$ cat src/rtl/core/jsu_pkg.sv
`timescale 1ns / 1ps
// Shared types, constants and helper functions of the JSON string decoder.
// No dependencies; every other file refers to it by scoped names.
package jsu_pkg;

   localparam int RUN_MAX = 6;
   localparam int RUN_CNT_W = $clog2(RUN_MAX + 1);

   typedef enum logic [2:0] {
      MODE_IDLE     = 3'd0,
      MODE_STR      = 3'd1,
      MODE_ESC      = 3'd2,
      MODE_HEX      = 3'd3,
      MODE_HELD     = 3'd4,
      MODE_HELD_ESC = 3'd5,
      MODE_HELD_HEX = 3'd6
   } mode_type;

   localparam logic [1:0] STATUS_BYTE  = 2'd0;
   localparam logic [1:0] STATUS_DONE  = 2'd1;
   localparam logic [1:0] STATUS_ERROR = 2'd2;

   localparam logic [7:0] CHAR_QUOTE  = 8'h22;
   localparam logic [7:0] CHAR_BSLASH = 8'h5C;
   localparam logic [7:0] CHAR_SLASH  = 8'h2F;
   localparam logic [7:0] CHAR_U      = 8'h75;
   localparam logic [7:0] CHAR_N      = 8'h6E;
   localparam logic [7:0] CHAR_T      = 8'h74;
   localparam logic [7:0] CHAR_R      = 8'h72;
   localparam logic [7:0] CHAR_B      = 8'h62;
   localparam logic [7:0] CHAR_F      = 8'h66;

   localparam logic [15:0] HIGH_SURR_MIN = 16'hD800;
   localparam logic [15:0] HIGH_SURR_MAX = 16'hDBFF;
   localparam logic [15:0] LOW_SURR_MIN  = 16'hDC00;
   localparam logic [15:0] LOW_SURR_MAX  = 16'hDFFF;
   localparam logic [20:0] SUPP_BASE     = 21'h10000;
   localparam logic [20:0] TWO_BYTE_MIN  = 21'h80;
   localparam logic [20:0] THREE_BYTE_MIN = 21'h800;

   // One UTF-8 sequence of one to four bytes, first byte in slot 0.
   typedef struct packed {
      logic [3:0][7:0] bytes;
      logic [2:0]      len;
   } utf8_type;

   // All results caused by one input item, in order.
   typedef struct packed {
      logic [RUN_MAX-1:0][7:0] data;
      logic [RUN_MAX-1:0][1:0] status;
      logic [RUN_CNT_W-1:0]    count;
   } run_type;

   typedef struct packed {
      logic       valid;
      logic [3:0] value;
   } hex_type;

   typedef struct packed {
      logic       valid;
      logic [7:0] value;
   } esc_type;

   function automatic hex_type hex_value(logic [7:0] c);
      hex_type r;
      r = '0;
      if (c >= 8'h30 && c <= 8'h39) begin
         r.valid = 1'b1;
         r.value = c[3:0];
      end else if ((c >= 8'h61 && c <= 8'h66) || (c >= 8'h41 && c <= 8'h46)) begin
         r.valid = 1'b1;
         r.value = c[3:0] + 4'd9;
      end
      return r;
   endfunction

   function automatic esc_type simple_escape(logic [7:0] c);
      esc_type r;
      r.valid = 1'b1;
      unique case (c)
         CHAR_N:      r.value = 8'h0A;
         CHAR_T:      r.value = 8'h09;
         CHAR_R:      r.value = 8'h0D;
         CHAR_B:      r.value = 8'h08;
         CHAR_F:      r.value = 8'h0C;
         CHAR_SLASH:  r.value = CHAR_SLASH;
         CHAR_QUOTE:  r.value = CHAR_QUOTE;
         CHAR_BSLASH: r.value = CHAR_BSLASH;
         default: begin
            r.valid = 1'b0;
            r.value = 8'h00;
         end
      endcase
      return r;
   endfunction

   function automatic utf8_type encode_cp(logic [20:0] cp);
      utf8_type r;
      r = '0;
      if (cp < TWO_BYTE_MIN) begin
         r.len      = 3'd1;
         r.bytes[0] = cp[7:0];
      end else if (cp < THREE_BYTE_MIN) begin
         r.len      = 3'd2;
         r.bytes[0] = {3'b110, cp[10:6]};
         r.bytes[1] = {2'b10, cp[5:0]};
      end else if (cp < SUPP_BASE) begin
         r.len      = 3'd3;
         r.bytes[0] = {4'b1110, cp[15:12]};
         r.bytes[1] = {2'b10, cp[11:6]};
         r.bytes[2] = {2'b10, cp[5:0]};
      end else begin
         r.len      = 3'd4;
         r.bytes[0] = {5'b11110, cp[20:18]};
         r.bytes[1] = {2'b10, cp[17:12]};
         r.bytes[2] = {2'b10, cp[11:6]};
         r.bytes[3] = {2'b10, cp[5:0]};
      end
      return r;
   endfunction

endpackage

$ cat src/rtl/core/jsu_front.sv
`timescale 1ns / 1ps
// Front end of the JSON string decoder: string state machine, hex gathering
// and surrogate joining. Turns each accepted byte into at most one run of results. Uses jsu_pkg.
module jsu_front (
   input  logic               clock,
   input  logic               reset,
   input  logic               in_valid,
   input  logic [7:0]         in_byte,
   input  logic               in_end,
   output logic               run_valid,
   output jsu_pkg::run_type   run,
   output jsu_pkg::mode_type  mode
);

   jsu_pkg::mode_type mode_ff, mode_in;
   logic [15:0]       acc_ff, acc_in;
   logic [1:0]        cnt_ff, cnt_in;
   logic [15:0]       held_ff, held_in;

   jsu_pkg::hex_type  hex;
   jsu_pkg::esc_type  esc;
   logic [15:0]       acc_new;
   logic              hex_last;
   logic              unit_high;
   logic              unit_low;
   logic              mode_active;
   logic [20:0]       pair_cp;
   jsu_pkg::utf8_type held_enc;
   jsu_pkg::utf8_type unit_enc;
   jsu_pkg::utf8_type pair_enc;
   jsu_pkg::utf8_type byte_enc;
   jsu_pkg::utf8_type esc_enc;

   // Appends a UTF-8 sequence behind the results already in the run.
   function automatic jsu_pkg::run_type append_seq(jsu_pkg::run_type r,
                                                     jsu_pkg::utf8_type s);
      logic [2:0] off;
      for (int j = 0; j < jsu_pkg::RUN_MAX; j++) begin
         off = 3'(j) - r.count;
         if (3'(j) >= r.count && off < s.len) begin
            r.data[j]   = s.bytes[off[1:0]];
            r.status[j] = jsu_pkg::STATUS_BYTE;
         end
      end
      r.count = r.count + s.len;
      return r;
   endfunction

   function automatic jsu_pkg::utf8_type one_byte(logic [7:0] b);
      jsu_pkg::utf8_type s;
      s          = '0;
      s.len      = 3'd1;
      s.bytes[0] = b;
      return s;
   endfunction

   assign hex       = jsu_pkg::hex_value(in_byte);
   assign esc       = jsu_pkg::simple_escape(in_byte);
   assign acc_new   = {acc_ff[11:0], hex.value};
   assign hex_last  = (cnt_ff == 2'd3);
   assign unit_high = (acc_new >= jsu_pkg::HIGH_SURR_MIN) && (acc_new <= jsu_pkg::HIGH_SURR_MAX);
   assign unit_low  = (acc_new >= jsu_pkg::LOW_SURR_MIN) && (acc_new <= jsu_pkg::LOW_SURR_MAX);
   assign mode_active = (mode_ff != jsu_pkg::MODE_IDLE) && (mode_ff <= jsu_pkg::MODE_HELD_HEX);
   assign pair_cp   = jsu_pkg::SUPP_BASE + {1'b0, held_ff[9:0], acc_new[9:0]};
   assign held_enc  = jsu_pkg::encode_cp({5'd0, held_ff});
   assign unit_enc  = jsu_pkg::encode_cp({5'd0, acc_new});
   assign pair_enc  = jsu_pkg::encode_cp(pair_cp);
   assign byte_enc  = one_byte(in_byte);
   assign esc_enc   = one_byte(esc.value);
   assign mode      = mode_ff;

   // Next state.
   always_comb begin
      mode_in = mode_ff;
      acc_in  = acc_ff;
      cnt_in  = cnt_ff;
      held_in = held_ff;
      if (!mode_active || in_end) begin
         mode_in = jsu_pkg::MODE_IDLE;
         acc_in  = '0;
         cnt_in  = '0;
         held_in = '0;
         if (!mode_active && !in_end && in_byte == jsu_pkg::CHAR_QUOTE) begin
            mode_in = jsu_pkg::MODE_STR;
         end
      end else begin
         unique case (mode_ff)
            jsu_pkg::MODE_STR: begin
               if (in_byte == jsu_pkg::CHAR_QUOTE) begin
                  mode_in = jsu_pkg::MODE_IDLE;
               end else if (in_byte == jsu_pkg::CHAR_BSLASH) begin
                  mode_in = jsu_pkg::MODE_ESC;
               end
            end
            jsu_pkg::MODE_ESC, jsu_pkg::MODE_HELD_ESC: begin
               if (in_byte == jsu_pkg::CHAR_U) begin
                  mode_in = (mode_ff == jsu_pkg::MODE_ESC) ? jsu_pkg::MODE_HEX
                                                          : jsu_pkg::MODE_HELD_HEX;
                  acc_in  = '0;
                  cnt_in  = '0;
               end else if (esc.valid) begin
                  mode_in = jsu_pkg::MODE_STR;
               end else begin
                  mode_in = jsu_pkg::MODE_IDLE;
                  held_in = '0;
               end
            end
            jsu_pkg::MODE_HEX, jsu_pkg::MODE_HELD_HEX: begin
               if (!hex.valid) begin
                  mode_in = jsu_pkg::MODE_IDLE;
                  acc_in  = '0;
                  cnt_in  = '0;
                  held_in = '0;
               end else begin
                  acc_in = acc_new;
                  if (hex_last) begin
                     cnt_in = '0;
                     // A joined pair never holds; any other high surrogate does.
                     if (unit_high && !(mode_ff == jsu_pkg::MODE_HELD_HEX && unit_low)) begin
                        held_in = acc_new;
                        mode_in = jsu_pkg::MODE_HELD;
                     end else begin
                        mode_in = jsu_pkg::MODE_STR;
                     end
                  end else begin
                     cnt_in = cnt_ff + 2'd1;
                  end
               end
            end
            jsu_pkg::MODE_HELD: begin
               if (in_byte == jsu_pkg::CHAR_BSLASH) begin
                  mode_in = jsu_pkg::MODE_HELD_ESC;
               end else if (in_byte == jsu_pkg::CHAR_QUOTE) begin
                  mode_in = jsu_pkg::MODE_IDLE;
                  held_in = '0;
               end else begin
                  mode_in = jsu_pkg::MODE_STR;
               end
            end
            default: begin
               mode_in = jsu_pkg::MODE_IDLE;
            end
         endcase
      end
   end

   // Results of the current byte.
   always_comb begin
      logic fail;
      logic done;
      fail = 1'b0;
      done = 1'b0;
      run  = '0;
      if (mode_active) begin
         if (in_end) begin
            fail = 1'b1;
         end else begin
            unique case (mode_ff)
               jsu_pkg::MODE_STR: begin
                  if (in_byte == jsu_pkg::CHAR_QUOTE) begin
                     done = 1'b1;
                  end else if (in_byte != jsu_pkg::CHAR_BSLASH) begin
                     run = append_seq(run, byte_enc);
                  end
               end
               jsu_pkg::MODE_ESC, jsu_pkg::MODE_HELD_ESC: begin
                  if (in_byte != jsu_pkg::CHAR_U) begin
                     if (mode_ff == jsu_pkg::MODE_HELD_ESC) begin
                        run = append_seq(run, held_enc);
                     end
                     if (esc.valid) begin
                        run = append_seq(run, esc_enc);
                     end else begin
                        fail = 1'b1;
                     end
                  end
               end
               jsu_pkg::MODE_HEX: begin
                  if (!hex.valid) begin
                     fail = 1'b1;
                  end else if (hex_last && !unit_high) begin
                     run = append_seq(run, unit_enc);
                  end
               end
               jsu_pkg::MODE_HELD: begin
                  if (in_byte != jsu_pkg::CHAR_BSLASH) begin
                     run = append_seq(run, held_enc);
                     if (in_byte == jsu_pkg::CHAR_QUOTE) begin
                        done = 1'b1;
                     end else begin
                        run = append_seq(run, byte_enc);
                     end
                  end
               end
               jsu_pkg::MODE_HELD_HEX: begin
                  if (!hex.valid) begin
                     fail = 1'b1;
                  end else if (hex_last) begin
                     if (unit_low) begin
                        run = append_seq(run, pair_enc);
                     end else begin
                        run = append_seq(run, held_enc);
                        if (!unit_high) begin
                           run = append_seq(run, unit_enc);
                        end
                     end
                  end
               end
               default: begin
                  run = '0;
               end
            endcase
         end
      end
      if (fail) begin
         // Anything gathered for this byte is dropped in favor of the error.
         run           = '0;
         run.status[0] = jsu_pkg::STATUS_ERROR;
         run.count     = jsu_pkg::RUN_CNT_W'(1);
      end else if (done) begin
         run.data[run.count]   = 8'h00;
         run.status[run.count] = jsu_pkg::STATUS_DONE;
         run.count             = run.count + jsu_pkg::RUN_CNT_W'(1);
      end
   end

   assign run_valid = in_valid && (run.count != '0);

   always_ff @(posedge clock) begin
      if (reset) begin
         mode_ff <= jsu_pkg::MODE_IDLE;
         acc_ff  <= '0;
         cnt_ff  <= '0;
         held_ff <= '0;
      end else if (in_valid) begin
         mode_ff <= mode_in;
         acc_ff  <= acc_in;
         cnt_ff  <= cnt_in;
         held_ff <= held_in;
      end
   end

endmodule

$ cat src/rtl/core/jsu_queue.sv
`timescale 1ns / 1ps
// Short queue of result runs between the decoder front end and the drain.
// Uses jsu_pkg for the run type.
module jsu_queue #(
   parameter int DEPTH = 4
) (
   input  logic             clock,
   input  logic             reset,
   input  logic             push,
   input  jsu_pkg::run_type push_data,
   output logic             full,
   input  logic             pop,
   output logic             empty,
   output jsu_pkg::run_type head
);

   localparam int PTR_W = (DEPTH > 1) ? $clog2(DEPTH) : 1;
   localparam int CNT_W = $clog2(DEPTH + 1);

   jsu_pkg::run_type   mem_ff [DEPTH];
   logic [PTR_W-1:0]   wr_ptr_ff, wr_ptr_in;
   logic [PTR_W-1:0]   rd_ptr_ff, rd_ptr_in;
   logic [CNT_W-1:0]   cnt_ff, cnt_in;
   logic               do_push;
   logic               do_pop;

   assign full    = (cnt_ff == CNT_W'(DEPTH));
   assign empty   = (cnt_ff == '0);
   assign do_push = push && !full;
   assign do_pop  = pop && !empty;
   assign head    = mem_ff[rd_ptr_ff];

   always_comb begin
      wr_ptr_in = wr_ptr_ff;
      rd_ptr_in = rd_ptr_ff;
      cnt_in    = cnt_ff;
      if (do_push) begin
         wr_ptr_in = (wr_ptr_ff == PTR_W'(DEPTH - 1)) ? '0 : wr_ptr_ff + PTR_W'(1);
      end
      if (do_pop) begin
         rd_ptr_in = (rd_ptr_ff == PTR_W'(DEPTH - 1)) ? '0 : rd_ptr_ff + PTR_W'(1);
      end
      if (do_push && !do_pop) begin
         cnt_in = cnt_ff + CNT_W'(1);
      end else if (do_pop && !do_push) begin
         cnt_in = cnt_ff - CNT_W'(1);
      end
   end

   always_ff @(posedge clock) begin
      if (do_push) begin
         mem_ff[wr_ptr_ff] <= push_data;
      end
   end

   always_ff @(posedge clock) begin
      if (reset) begin
         wr_ptr_ff <= '0;
         rd_ptr_ff <= '0;
         cnt_ff    <= '0;
      end else begin
         wr_ptr_ff <= wr_ptr_in;
         rd_ptr_ff <= rd_ptr_in;
         cnt_ff    <= cnt_in;
      end
   end

endmodule

$ cat src/rtl/core/jsu_back.sv
`timescale 1ns / 1ps
// Back end of the JSON string decoder: walks the run at the head of the
// queue and presents its results one per transfer. Uses jsu_pkg.
module jsu_back (
   input  logic             clock,
   input  logic             reset,
   input  jsu_pkg::run_type head,
   input  logic             head_empty,
   output logic             head_pop,
   input  logic             pop,
   output logic [7:0]       out_byte,
   output logic [1:0]       status,
   output logic             last_of_run
);

   logic [jsu_pkg::RUN_CNT_W-1:0] idx_ff, idx_in;
   logic                          take;

   assign out_byte    = head.data[idx_ff];
   assign status      = head.status[idx_ff];
   assign last_of_run = (idx_ff == head.count - jsu_pkg::RUN_CNT_W'(1));
   assign take        = pop && !head_empty;
   assign head_pop    = take && last_of_run;

   always_comb begin
      idx_in = idx_ff;
      if (take) begin
         idx_in = last_of_run ? '0 : idx_ff + jsu_pkg::RUN_CNT_W'(1);
      end
   end

   always_ff @(posedge clock) begin
      if (reset) begin
         idx_ff <= '0;
      end else begin
         idx_ff <= idx_in;
      end
   end

endmodule

$ cat src/rtl/core/json_string_unescape_utf8.sv
`timescale 1ns / 1ps
// Top level of the JSON string decoder: front end, run queue and drain.
// Uses jsu_pkg, jsu_front, jsu_queue and jsu_back.
//
//   channel   handshake      payload
//   request   push / full    req_in_byte, req_end_marker
//   response  pop / empty    rsp_out_byte, rsp_status, rsp_last_of_run
//
// One byte is taken per cycle while full is low; its results, if any, are
// written to the run queue at the same edge. The drain sends one result per
// cycle while pop is high and the queue is not empty, so a run holds its slot
// until all of its results are sent, and full rises only once QUEUE_DEPTH
// runs are waiting. Reset is synchronous and clears the queue and the string
// state; no clearing pass is needed.
module json_string_unescape_utf8 #(
   parameter int QUEUE_DEPTH = 4
) (
   input  logic       clock,
   input  logic       reset,
   input  logic       push,
   output logic       full,
   input  logic [7:0] req_in_byte,
   input  logic       req_end_marker,
   output logic       empty,
   input  logic       pop,
   output logic [7:0] rsp_out_byte,
   output logic [1:0] rsp_status,
   output logic       rsp_last_of_run
);

   logic              in_accept;
   logic              run_valid;
   jsu_pkg::run_type  run;
   jsu_pkg::mode_type mode;
   jsu_pkg::run_type  head;
   logic              head_pop;

   assign in_accept = push && !full;

   jsu_front u_front (
      .clock     (clock),
      .reset     (reset),
      .in_valid  (in_accept),
      .in_byte   (req_in_byte),
      .in_end    (req_end_marker),
      .run_valid (run_valid),
      .run       (run),
      .mode      (mode)
   );

   jsu_queue #(
      .DEPTH (QUEUE_DEPTH)
   ) u_queue (
      .clock     (clock),
      .reset     (reset),
      .push      (run_valid),
      .push_data (run),
      .full      (full),
      .pop       (head_pop),
      .empty     (empty),
      .head      (head)
   );

   jsu_back u_back (
      .clock       (clock),
      .reset       (reset),
      .head        (head),
      .head_empty  (empty),
      .head_pop    (head_pop),
      .pop         (pop),
      .out_byte    (rsp_out_byte),
      .status      (rsp_status),
      .last_of_run (rsp_last_of_run)
   );

   // A done or error result always closes its run and carries no byte.
   a_status_closes_run: assert property (@(posedge clock) disable iff (reset)
      (!empty && rsp_status != jsu_pkg::STATUS_BYTE) |->
         (rsp_last_of_run && rsp_out_byte == 8'h00))
      else $error("done or error result not last of its run");

   // A run that ends in done or error leaves the front end idle.
   a_close_to_idle: assert property (@(posedge clock) disable iff (reset)
      (run_valid && run.status[run.count - jsu_pkg::RUN_CNT_W'(1)] != jsu_pkg::STATUS_BYTE)
         |=> (mode == jsu_pkg::MODE_IDLE))
      else $error("front end not idle after closing a string");

   // Reset leaves no stale results.
   a_reset_empties: assert property (@(posedge clock)
      reset |=> (empty && mode == jsu_pkg::MODE_IDLE))
      else $error("queue or front end not cleared by reset");

endmodule
$ cat config.mk
export PLATFORM = sky130hd
export DESIGN_NAME = json_string_unescape_utf8
export DESIGN_NICKNAME = d
export VERILOG_FILES = /design/src/rtl/core/jsu_pkg.sv /design/src/rtl/core/jsu_front.sv /design/src/rtl/core/jsu_queue.sv /design/src/rtl/core/jsu_back.sv /design/src/rtl/core/json_string_unescape_utf8.sv
export SDC_FILE = /design/constraint.sdc
export NUM_CORES = 1
export LEC_CHECK = 0
export ABC_CLOCK_PERIOD_IN_PS = 4900
export BUFFER_PORTS_ARGS = -buffer_cell sky130_fd_sc_hd__buf_2
export CAP_MARGIN = 5
export CORE_AREA = 2 2 217 219
export CTS_BUF_LIST = sky130_fd_sc_hd__clkbuf_4
export DETAILED_ROUTE_END_ITERATION = 8
export DIE_AREA = 0 0 219 221
export SYNTH_ARGS = -nofsm -noshare
export SYNTH_HDL_FRONTEND = slang
export SYNTH_HIERARCHICAL = 1
export SYNTH_SLANG_ARGS = --single-unit
$ cat constraint.sdc
create_clock -name clock -period 4.9 [get_ports clock]
set_clock_uncertainty 0.05 [all_clocks]
set_input_delay 0.735 -clock clock [delete_from_list [all_inputs] [get_ports clock]]
set_output_delay 0.735 -clock clock [all_outputs]
set_load 0.01 [all_outputs]
## Word level (Yosys, flattened, before mapping)

Memory sizes are Yosys's and may differ from the RTL's. A register that Yosys moved wholly into a read port is not among the register bits.
Index checks and enable logic that the tools add are counted.

- $add $sub $neg: 25
- Reductions and logical operators: 60
- Bitwise gates (word level): 5
- Order comparisons: 81
- Divide/modulo/power cells: 0
- Muxes and demuxes: 179
- Multipliers: 0
- Shifts and indexed selects: 0
- Equal/unequal tests: 30

Operators with widths:

| operator | count |
|---|---|
| two-way mux 63 bit | 20 |
| two-way mux 8 bit | 59 |
| case mux 63 bit (5 select lines) | 1 |
| binary-select mux 8 bit (select 2 bit) | 18 |
| two-way mux 16 bit | 9 |
| two-way mux 24 bit | 3 |
| equality test 8 x 7 -> 1 bit, second input constant | 7 |
| case mux 7 bit (8 select lines) | 1 |
| two-way mux 27 bit | 2 |
| AND 48 bit | 1 |
| inverter 48 bit | 1 |
| case mux 16 bit (3 select lines) | 1 |
| logical AND 1 bit | 38 |
| two-way mux 19 bit | 2 |
| less-than comparator 2 x 3 -> 1 bit, second input constant | 12 |
| less-than comparator 3 x 1 -> 1 bit, second input constant | 12 |
| two-way mux 12 bit | 3 |
| two-way mux 3 bit | 12 |
| two-way mux 11 bit | 3 |
| greater-or-equal comparator 16 bit, second input constant | 2 |
| less-or-equal comparator 16 bit, second input constant | 2 |
| less-than comparator 16 x 12 -> 1 bit, second input constant | 2 |
| less-than comparator 16 x 8 -> 1 bit, second input constant | 2 |
| two-way mux 2 bit | 16 |
| 64 further kinds | 151 |

- Bits in read-only memories: 0
- Flip-flop bits (word level): 43
- Memories kept: 1
- Memory bits (writable): 252
- Output and inout port bits: 13
- Bits of input ports: 13
- Bits in latches: 0

Memories:

| name | depth | bits a word | read ports | clocked after Yosys merged registers in | wr ports | RTL line | text |
|---|---|---|---|---|---|---|---|
| u_queue.mem_ff | 4 | 63 | 1 | 1 | 1 | jsu_queue.sv:20 | `jsu_pkg::run_type mem_ff [DEPTH];` |

## Logic depth before layout (Yosys ltp)

Gate-level depths: netlist of the first run.

- Word-level depth: 36
- Depth in mapped cells: 26
- Mapped depth without buffers: 24

## By module

The synthesis of the first run kept the hierarchy.

Modules (own cells, without submodules):

| module | area an instance (µm²) | times used | sequential area each (µm²) | cells an instance |
|---|---|---|---|---|
| jsu_queue | 9567.9 | 1 | 7747.4 | 379 |
| jsu_front | 5595.4 | 1 | 660.6 | 866 |
| jsu_back | 749.5 | 1 | 60.1 | 76 |
| json_string_unescape_utf8 | 13.8 | 1 | 0.0 | 1 |

## Worst setup path before layout of the first run

No wires, ideal clock.

- Path type: register -> register
- Start point: reg u_front.acc_ff[11]
- End point: reg u_queue.cnt_ff[2]
- Path slack: -440 ps
- Stages on the path, launching flop included: 27
- Path buffers: 2
- Data arrival time: 5220 ps
- Data required time: 4780 ps
- Cell sequence: dfxtp_1 -> clkbuf_1 -> nor4_1 -> nand2b_1 -> clkbuf_1 -> nor2_1 -> inv_1 -> ha_1 -> fa_1 -> a21oi_1 -> a311o_1 -> a211oi_1 -> a2111oi_2 -> nand2b_4 -> inv_2 -> ha_1 -> nand2_1 -> o21ai_0 -> o31a_1 -> inv_1 -> nor2_2 -> ha_1 -> inv_1 -> fa_1 -> xor2_1 -> or3_2 -> a21oi_1

RTL lines:

| item | RTL line | text |
|---|---|---|
| from (decl) | jsu_front.sv:16 | `logic [15:0] acc_ff, acc_in;` |
| from (signal assigned) | jsu_front.sv:237 | `acc_ff <= acc_in;` |
| to (signal assigned) | jsu_queue.sv:64 | `cnt_ff <= cnt_in;` |
| to (decl) | jsu_queue.sv:23 | `logic [CNT_W-1:0] cnt_ff, cnt_in;` |

## Worst setup path in the final report of the first run

- Start point: reg u_front.acc_ff[8]
- End point: reg u_queue.cnt_ff[2]

- Cells in the longest elaborated chain, start to end: 20

RTL lines:

| item | RTL line | text |
|---|---|---|
| less-than comparator 16 x 12 -> 1 bit | jsu_pkg.sv:103 | `end else if (cp < THREE_BYTE_MIN) begin` |
| two-way mux 17 bit | jsu_pkg.sv:103 |  |
| two-way mux 11 bit | jsu_pkg.sv:100 | `if (cp < TWO_BYTE_MIN) begin` |
| adder 3 bit | jsu_front.sv:45 | `r.count = r.count + s.len;` |
| two-way mux 63 bit | jsu_front.sv:203 | `if (!unit_high) begin` |
| two-way mux 63 bit | jsu_front.sv:199 | `if (unit_low) begin` |
| two-way mux 63 bit | jsu_front.sv:198 | `end else if (hex_last) begin` |
| two-way mux 63 bit | jsu_front.sv:196 | `if (!hex.valid) begin` |
| [6 not listed] | n/a |  |
| nonzero test 3 bit * | jsu_front.sv:227 | `assign run_valid = in_valid && (run.count != '0);` |
| logical AND 1 bit * | jsu_front.sv:227 |  |
| via run_valid | json_string_unescape_utf8.sv:32 | `logic run_valid;` |
| logical AND 1 bit * | jsu_queue.sv:29 | `assign do_push = push && !full;` |
| via u_queue.do_push | jsu_queue.sv:24 | `logic do_push;` |
| zero test 1 bit | jsu_queue.sv:45 | `end else if (do_pop && !do_push) begin` |
| logical AND 1 bit | jsu_queue.sv:45 |  |
| nonzero test 2 bit (no line) | n/a |  |

The timed path passes the listed nets; every way through them passes the cells marked *.
A chain may end at the register's enable or synchronous reset.

==> reports/qor.yml, run 1 <==
synthesis:
  ys.flop_type: "edfxtp_1"
  syn_area_mm2: 0.0159
  postSynthAreaPerCell_um2: 12.0
  synth_edf_count: 252
  synth.most_common_cell: "edfxtp_1"
  synth_cell_types: 99
  synth.top_cells.by_count: "edfxtp_1, nor2_1, a21oi_1, nand2_1, mux4_2"
  synth_seq_area_share: 0.532
  synth_area_leaders: "edfxtp_1, mux4_2, dfxtp_1"
  async_flop_share: 0
  synth.yosys.warnings: 6
  syn_inst: 1322
  synth_top_area_cell: "edfxtp_1"
  synth_top_area_share: 0.475
  postSynthRegisterBits: 297
cells_and_area:
  multi_input_area_mm2: 0.00695
  drive_gt1_frac: 0.283
  final_area_mm2: 0.0186
  seq_area_mm2: 0.00848
  instances_no_fill: 2128
  fin_nets: 1502
  area_growth_pct: 16.8
  final_util: 0.404
  n_fill_cell: 4445
timing:
  tightestPinTransition_ns: 1.13
  finalCriticalPeriod_ns: 4.72
  fin_ws_ns: 0.176
  fin_crit_sh: 0.964
  max_freq_mhz: 212
  setup_viol: 0
  hold_viol_final: 0
  slew_headroom: 0.239
  drv_slew: 0
die:
  num_rows: 79
  die_area_mm2: 0.0484
  ios: 26
  core_mm2: 0.0461
  initial_core_util: 0.346
  die_y_um: 221
  die_x_um: 219
worst_setup_path:
  crit_path_start_kind: "flop"
  r2r-start: "u_front/acc_ff[8]"
  cp_max_fo: 3
  reg2reg_depth: 24
  critPathKind: "flop to flop"
  slowest_stage: "fa_1"
  critPathTopFamily: "simple AND/OR/NAND/NOR gates"
  cp_data_required_time_ns: 5.58
  crit_path_end_kind: "flop"
  crit_buf_inv: 4
  r2r_slack_ns: 0.18
  worstPathArrival_ns: 5.41
  slowest_delay_ns: 0.48
  rr_endpoint: "u_queue/cnt_ff[2]"
  cp-startpoint: "u_front/acc_ff[8]"
  worstPathCellList: "nor4_4 -> nand2b_1 -> nor2_4 -> inv_2 -> ha_4 -> fa_1 -> a21oi_2 -> a311o_1 -> a211oi_4 -> a2111oi_4 -> nand2b_4 -> inv_4 -> ha_4 -> nand2_2 -> o21ai_2 -> o31a_1 -> inv_2 -> nor2_4 -> ha_4 -> inv_2 -> fa_2 -> xor2_1 -> or3_2 -> a21oi_2"
grt:
  top_usage_layer: "met2"
  antenna_found_initial: 2
  grt_use_met2: 0.322
  gr-usage-met1: 0.307
  grt_pass1_wl_mm: 78.3
  use_met3: 0.0506
  grt_max_degree: 64
  grt_pass1_vias: 12400
  grt-ovfl-total: 0
  track_usage: 0.218
clock_tree:
  numCtsBuffers: 77
  clkLatencyLatePin_ns: 0.81
  cts_root_buf: "clkbuf_4"
  hold_buffers: 0
  cts.clk_slew.worst_paths_ns: 0.07
  htree_levels: 3
  clock_path_buffers: 3
  cts_sinks: 297
  cts_tree: "done"
route:
  vias: 12500
  routed_wl_mm: 52.6
  drc: 0
  dr.pass1.iters: 6
  post_drt_wl_per_cell_um: 24.7
  drt_iter0_markers: 1603
  ant_nets: 0
  viasPerCell: 5.86
placement:
  io_buffer_count: 25
  placed_area_mm2: 0.0175
  numPlacedInstances: 1987
  dp_hpwl_mm: 36.9
  dp_slack_ns: -0.104
  place_congestion: 1.01
power:
  power.density_mw_per_mm2: 273
  p_leak_nw: 6.15
  worst_ir_drop_vdd_uv: 175
min_path:
  hold_end: "u_back/idx_ff[0]"
  hold_class: "input pin to flop"
  hp-start: "pop"
  worst_hold_path.num_cells: 4
job:
  maxCapViolCount: 0
outcome:
  run_status: "completed"
-- final cells by class --
cell class / instances / share of cell area
multi-input cells: 881 / 0.373
repair buffers: 168 / 0.0685
well taps: 607 / 0.0408
diodes: 3 / 0.000404
inverters: 38 / 0.00814
clock inverters: 27 / 0.00955
clock buffers: 107 / 0.0432
flip-flops and latches: 297 / 0.456
-- cell families after synthesis --
logic type / count (synthesis) / share of synthesized area
adder cells (fa/ha/maj): 27 / 0.0220
AO/OA/AOI/OAI: 336 / 0.145
buffers and inverters: 150 / 0.0433
XOR/XNOR: 9 / 0.00636
other: 1 / 0.000235
flip-flops: 297 / 0.532
multiplexers: 105 / 0.124
AND/OR/NAND/NOR: 397 / 0.127
-- how the worst max path moves through the flow --
stage | to | cells past startpoint | slack (ns)
floorplan | u_queue/cnt_ff[2] | 26 | 0.006
global placement | u_queue/cnt_ff[2] | 22 | -0.04
detailed placement | u_queue/cnt_ff[2] | 22 | -0.10
CTS | u_queue/cnt_ff[2] | 22 | 0.1
global route | u_queue/cnt_ff[2] | 24 | -0.03
finish | u_queue/cnt_ff[2] | 24 | 0.18
-- timing repair --
| action | CTS | global route |
|---|---|---|
| buffers inserted | 0 | 4 |
| pin swaps | 0 | 12 |
| endpoints found under the setup margin | 1 | 1 |
| resized for setup | 1 | 19 |
-- tightest hold or removal path, delay by kind of cell --
kind,cells,cell delay [ns]
compound gates,1,0.06
simple gates,2,0.18
buf+inv,1,0.08
-- metrics by stage --
stage	hold WS, ns	setup TNS [ns]	total power, mW
2_1_floorplan	0.386	0	2.93
3_3_place_gp	0.393	-0.0369	3.01
3_5_place_dp	0.401	-0.104	3.01
4_1_cts	0.175	0	5.16
5_1_grt	0.187	-0.0278	5.31
6_report	0.248	0	5.08
-- per-layer routing --
layer / routed length (um) / share of wire
met2: 23400 / 0.45
met5: 0 / 0
met3: 4330 / 0.082
met4: 2010 / 0.038
met1: 22800 / 0.43
-- placed cells by master, fill, tap and decap left out, drive strengths merged, types with 7 or more instances in the layout --
master  synthesis  layout
edfxtp        252     252
buf            46     168
nor2          123     123
clkbuf         66     107
nand2          87      87
a21oi          87      87
mux4           73      73
o21ai          54      54
nand3          47      47
dfxtp          45      45
inv            34      38
mux2i          32      32
a22oi          26      26
ha             24      24
clkinv          4      24
a31oi          23      23
o22ai          22      22
nor3           21      21
nand2b         19      19
and3           18      18
a211oi         16      16
and2           15      15
nor2b          13      13
nor4           13      13
o211ai         11      11
a221oi         10      10
o31ai          10      10
a22o            7       7
a32oi           7       7
conb            1       7
or4             7       7
-- flip-flops by register name, indices dropped and copies added (netlist names), 3 cells and up, named ones only --
| signal | cells |
|---|---|
| u_front/held_ff | 16 |
| u_front/mode | 3 |
| u_queue/cnt_ff | 3 |
| u_back/idx_ff | 3 |
| u_queue/mem_ff | 252 |
| u_front/acc_ff | 12 |
-- power by group --
group / switching [mW] / internal (mW)
registers: 0.00993 / 2.72
clock network: 0.994 / 1.12
logic: 0.144 / 0.0849
total: 1.15 / 3.93
(Power assumes the default switching activity.)
==> inputs of run 2 (changes only) <==
--- a/config.mk
+++ b/config.mk
@@ -5,7 +5,7 @@
 export SDC_FILE = /design/constraint.sdc
 export NUM_CORES = 1
 export LEC_CHECK = 0
-export ABC_CLOCK_PERIOD_IN_PS = 4900
+export ABC_CLOCK_PERIOD_IN_PS = 5200
 export BUFFER_PORTS_ARGS = -buffer_cell sky130_fd_sc_hd__buf_2
 export CAP_MARGIN = 5
 export CORE_AREA = 2 2 217 219
==> constraint.sdc (replaced) <==
create_clock -name clock -period 5.2 [get_ports clock]
set_clock_uncertainty 0.05 [all_clocks]
set_input_delay 0.78 -clock clock [delete_from_list [all_inputs] [get_ports clock]]
set_output_delay 0.78 -clock clock [all_outputs]
set_load 0.01 [all_outputs]
==> reports/qor.yml, run 2 (synthesis results as in run 1) <==
outcome:
  run_status: "completed"
route:
  routed_wl_mm: 52.3  # -0.64%
  post_drt_wl_per_cell_um: 25.1  # +1.6%
  dr.pass1.iters: 6  # unchanged
  drt_iter0_markers: 1270  # -21%
  ant_nets: 0  # unchanged
  vias: 12200  # -2.1%
  drc: 0  # unchanged
  viasPerCell: 5.87  # about the same
power:
  power.density_mw_per_mm2: 258  # -5.4%
  p_leak_nw: 5.94  # -3.4%
  worst_ir_drop_vdd_uv: 162  # -7.4%
worst_setup_path:
  crit_buf_inv: 4  # unchanged
  cp_max_fo: 5  # +2
  cp_data_required_time_ns: 5.85  # +0.27 ns
  r2r_slack_ns: 0.30  # +0.12 ns
  crit_path_end_kind: "flop"
  worstPathArrival_ns: 5.56  # +0.15 ns
  crit_path_start_kind: "flop"
  critPathTopFamily: "adder cells"
  critPathKind: "flop to flop"
  slowest_stage: "fa_1"
  slowest_delay_ns: 0.49  # about the same
  worstPathCellList: "nor4_4 -> nand2b_1 -> nor2_2 -> inv_1 -> ha_1 -> fa_1 -> a21oi_1 -> a311o_1 -> a211oi_4 -> a2111oi_4 -> nand2b_4 -> inv_2 -> ha_1 -> nand2_1 -> o21ai_0 -> o31a_1 -> inv_1 -> nor2_2 -> ha_1 -> inv_1 -> fa_1 -> xor2_1 -> or3_2 -> a21oi_1"
timing:
  fin_crit_sh: 0.943  # -0.0211
  max_freq_mhz: 204  # -3.7%
  setup_tns_ns: 0  # unchanged
  holdWs_ns: 0.300  # +0.0522 ns
  fin_ws_ns: 0.297  # +0.120 ns
  finalCriticalPeriod_ns: 4.90  # +0.180 ns
  slew_headroom: 0.155  # -0.0843
  tightestPinTransition_ns: 1.26  # +0.125 ns
  hold_viol_final: 0  # unchanged
  setup_viol: 0  # unchanged
  drv_slew: 0  # unchanged
cells_and_area:
  largest_register_ffs: 252  # unchanged
  area_growth_pct: 14.1
  top_register: "u_queue/mem_ff"
  seq_area_mm2: 0.00848  # about the same
  final_area_mm2: 0.0182  # -2.3%
  drive_gt1_frac: 0.255  # -0.0280
  final_util: 0.395  # -0.00926
  mostFrequentLayoutCells: "edfxtp_1, nor2_1, clkbuf_4"
  biggestRegsByFlops: "u_queue/mem_ff (252), u_front/held_ff (16), u_front/acc_ff (12)"
  multi_input_area_mm2: 0.00685  # -1.4%
  n_fill_cell: 4488  # +0.97%
  fin_nets: 1465  # -2.5%
  layout_commonest_cell: "edfxtp_1"
placement:
  dp_hpwl_mm: 37.2  # +0.79%
  place_congestion: 1.04  # +3.2%
  dp_slack_ns: -0.0298  # +0.0746 ns
  io_buffer_count: 25  # unchanged
  placed_area_mm2: 0.0172  # -1.6%
die:
  core_mm2: 0.0461  # unchanged
  die_y_um: 221  # unchanged
  ios: 26  # unchanged
  initial_core_util: 0.346  # unchanged
  die_x_um: 219  # unchanged
  die_area_mm2: 0.0484  # unchanged
  num_rows: 79  # unchanged
min_path:
  hold_class: "input pin to flop"
job:
  maxCapViolCount: 0  # unchanged
grt:
  grt_pass1_wl_mm: 78.3  # about the same
  antenna_found_initial: 3  # +1
  grt-ovfl-total: 0  # unchanged
  track_usage: 0.219  # +0.000501
  grt_pass1_vias: 12200  # -1.5%
  grt_max_degree: 64  # unchanged
clock_tree:
  clock_path_buffers: 3  # unchanged
  cts_root_buf: "clkbuf_4"
  cts_sinks: 297  # unchanged
  htree_levels: 3  # unchanged
  cts_tree: "done"
  clkLatencyLatePin_ns: 0.79  # -0.02 ns
  numCtsBuffers: 75  # -2.6%
  cts.clk_slew.worst_paths_ns: 0.07  # about the same
run 2: cell types whose count changed in the layout (fill, tap and decap cells not counted), moves of 2 or more:
cell,before,now
ha_1,21,24
ha_4,3,0
nor2_4,4,1
inv_1,29,32
o21ai_0,47,50
a21oi_1,84,86
nor2_2,0,3
o21ai_2,4,2
clkinv_1,17,10
buf_4,137,101
a21oi_2,3,1
run 2: area by class of cell:
| type | count | area share |
|---|---|---|
| clock inverter | 18 | 0.00613 |
| clock buffer | 106 | 0.0438 |
| inverter | 38 | 0.00819 |
| multi-input combinational | 881 | 0.377 |
| tap | 607 | 0.0418 |
| antenna | 2 | 0.000275 |
| sequential | 297 | 0.466 |
| timing repair buffer | 133 | 0.0563 |
run 2: tightest hold or removal path, stage by stage:
cell	delay [ns]
buf_2	0.08
nand2b_1	0.10
nand2_1	0.09
a21oi_1	0.05
run 2: per-layer routing:
metal,part of all wire,vias up,wire [um],global-route usage
li1,-,5407,-,-
met1,0.44,6094,22800,0.304
met2,0.45,570,23500,0.329
met3,0.073,143,3840,0.0489
met4,0.041,0,2120,0.0909
met5,0,-,0,0
run 2: timing repair:
action,4_1_cts,5_1_grt
endpoints found under the setup margin,0,1
gates resized for setup,0,7
hold buffers,0,0
setup buffers,0,1
run 2: power by group:
group	internal [mW]	switching [mW]	leakage [nW]
logic	0.0726	0.129	2.88
clock network	0.987	0.925	0.548
registers	2.56	0.0128	2.51
total	3.62	1.07	5.94
run 2: path summary, 6_finish.rpt:
path                     startpoint                 to  depth (start not counted)
hold / removal                  pop   u_back/idx_ff[1]                          4
hold reg to reg   u_front/cnt_ff[1]  u_front/cnt_ff[1]                          2
setup / recovery  u_front/acc_ff[9]  u_queue/cnt_ff[2]                         24
setup reg to reg  u_front/acc_ff[9]  u_queue/cnt_ff[2]                         24
run 2: metrics by stage:
step	std cells	total power, mW
6_report	2082	4.69
5_1_grt	2082	4.90
4_1_cts	2079	4.76
3_5_place_dp	1955	2.83
3_3_place_gp	1955	2.82
2_1_floorplan	1328	2.76
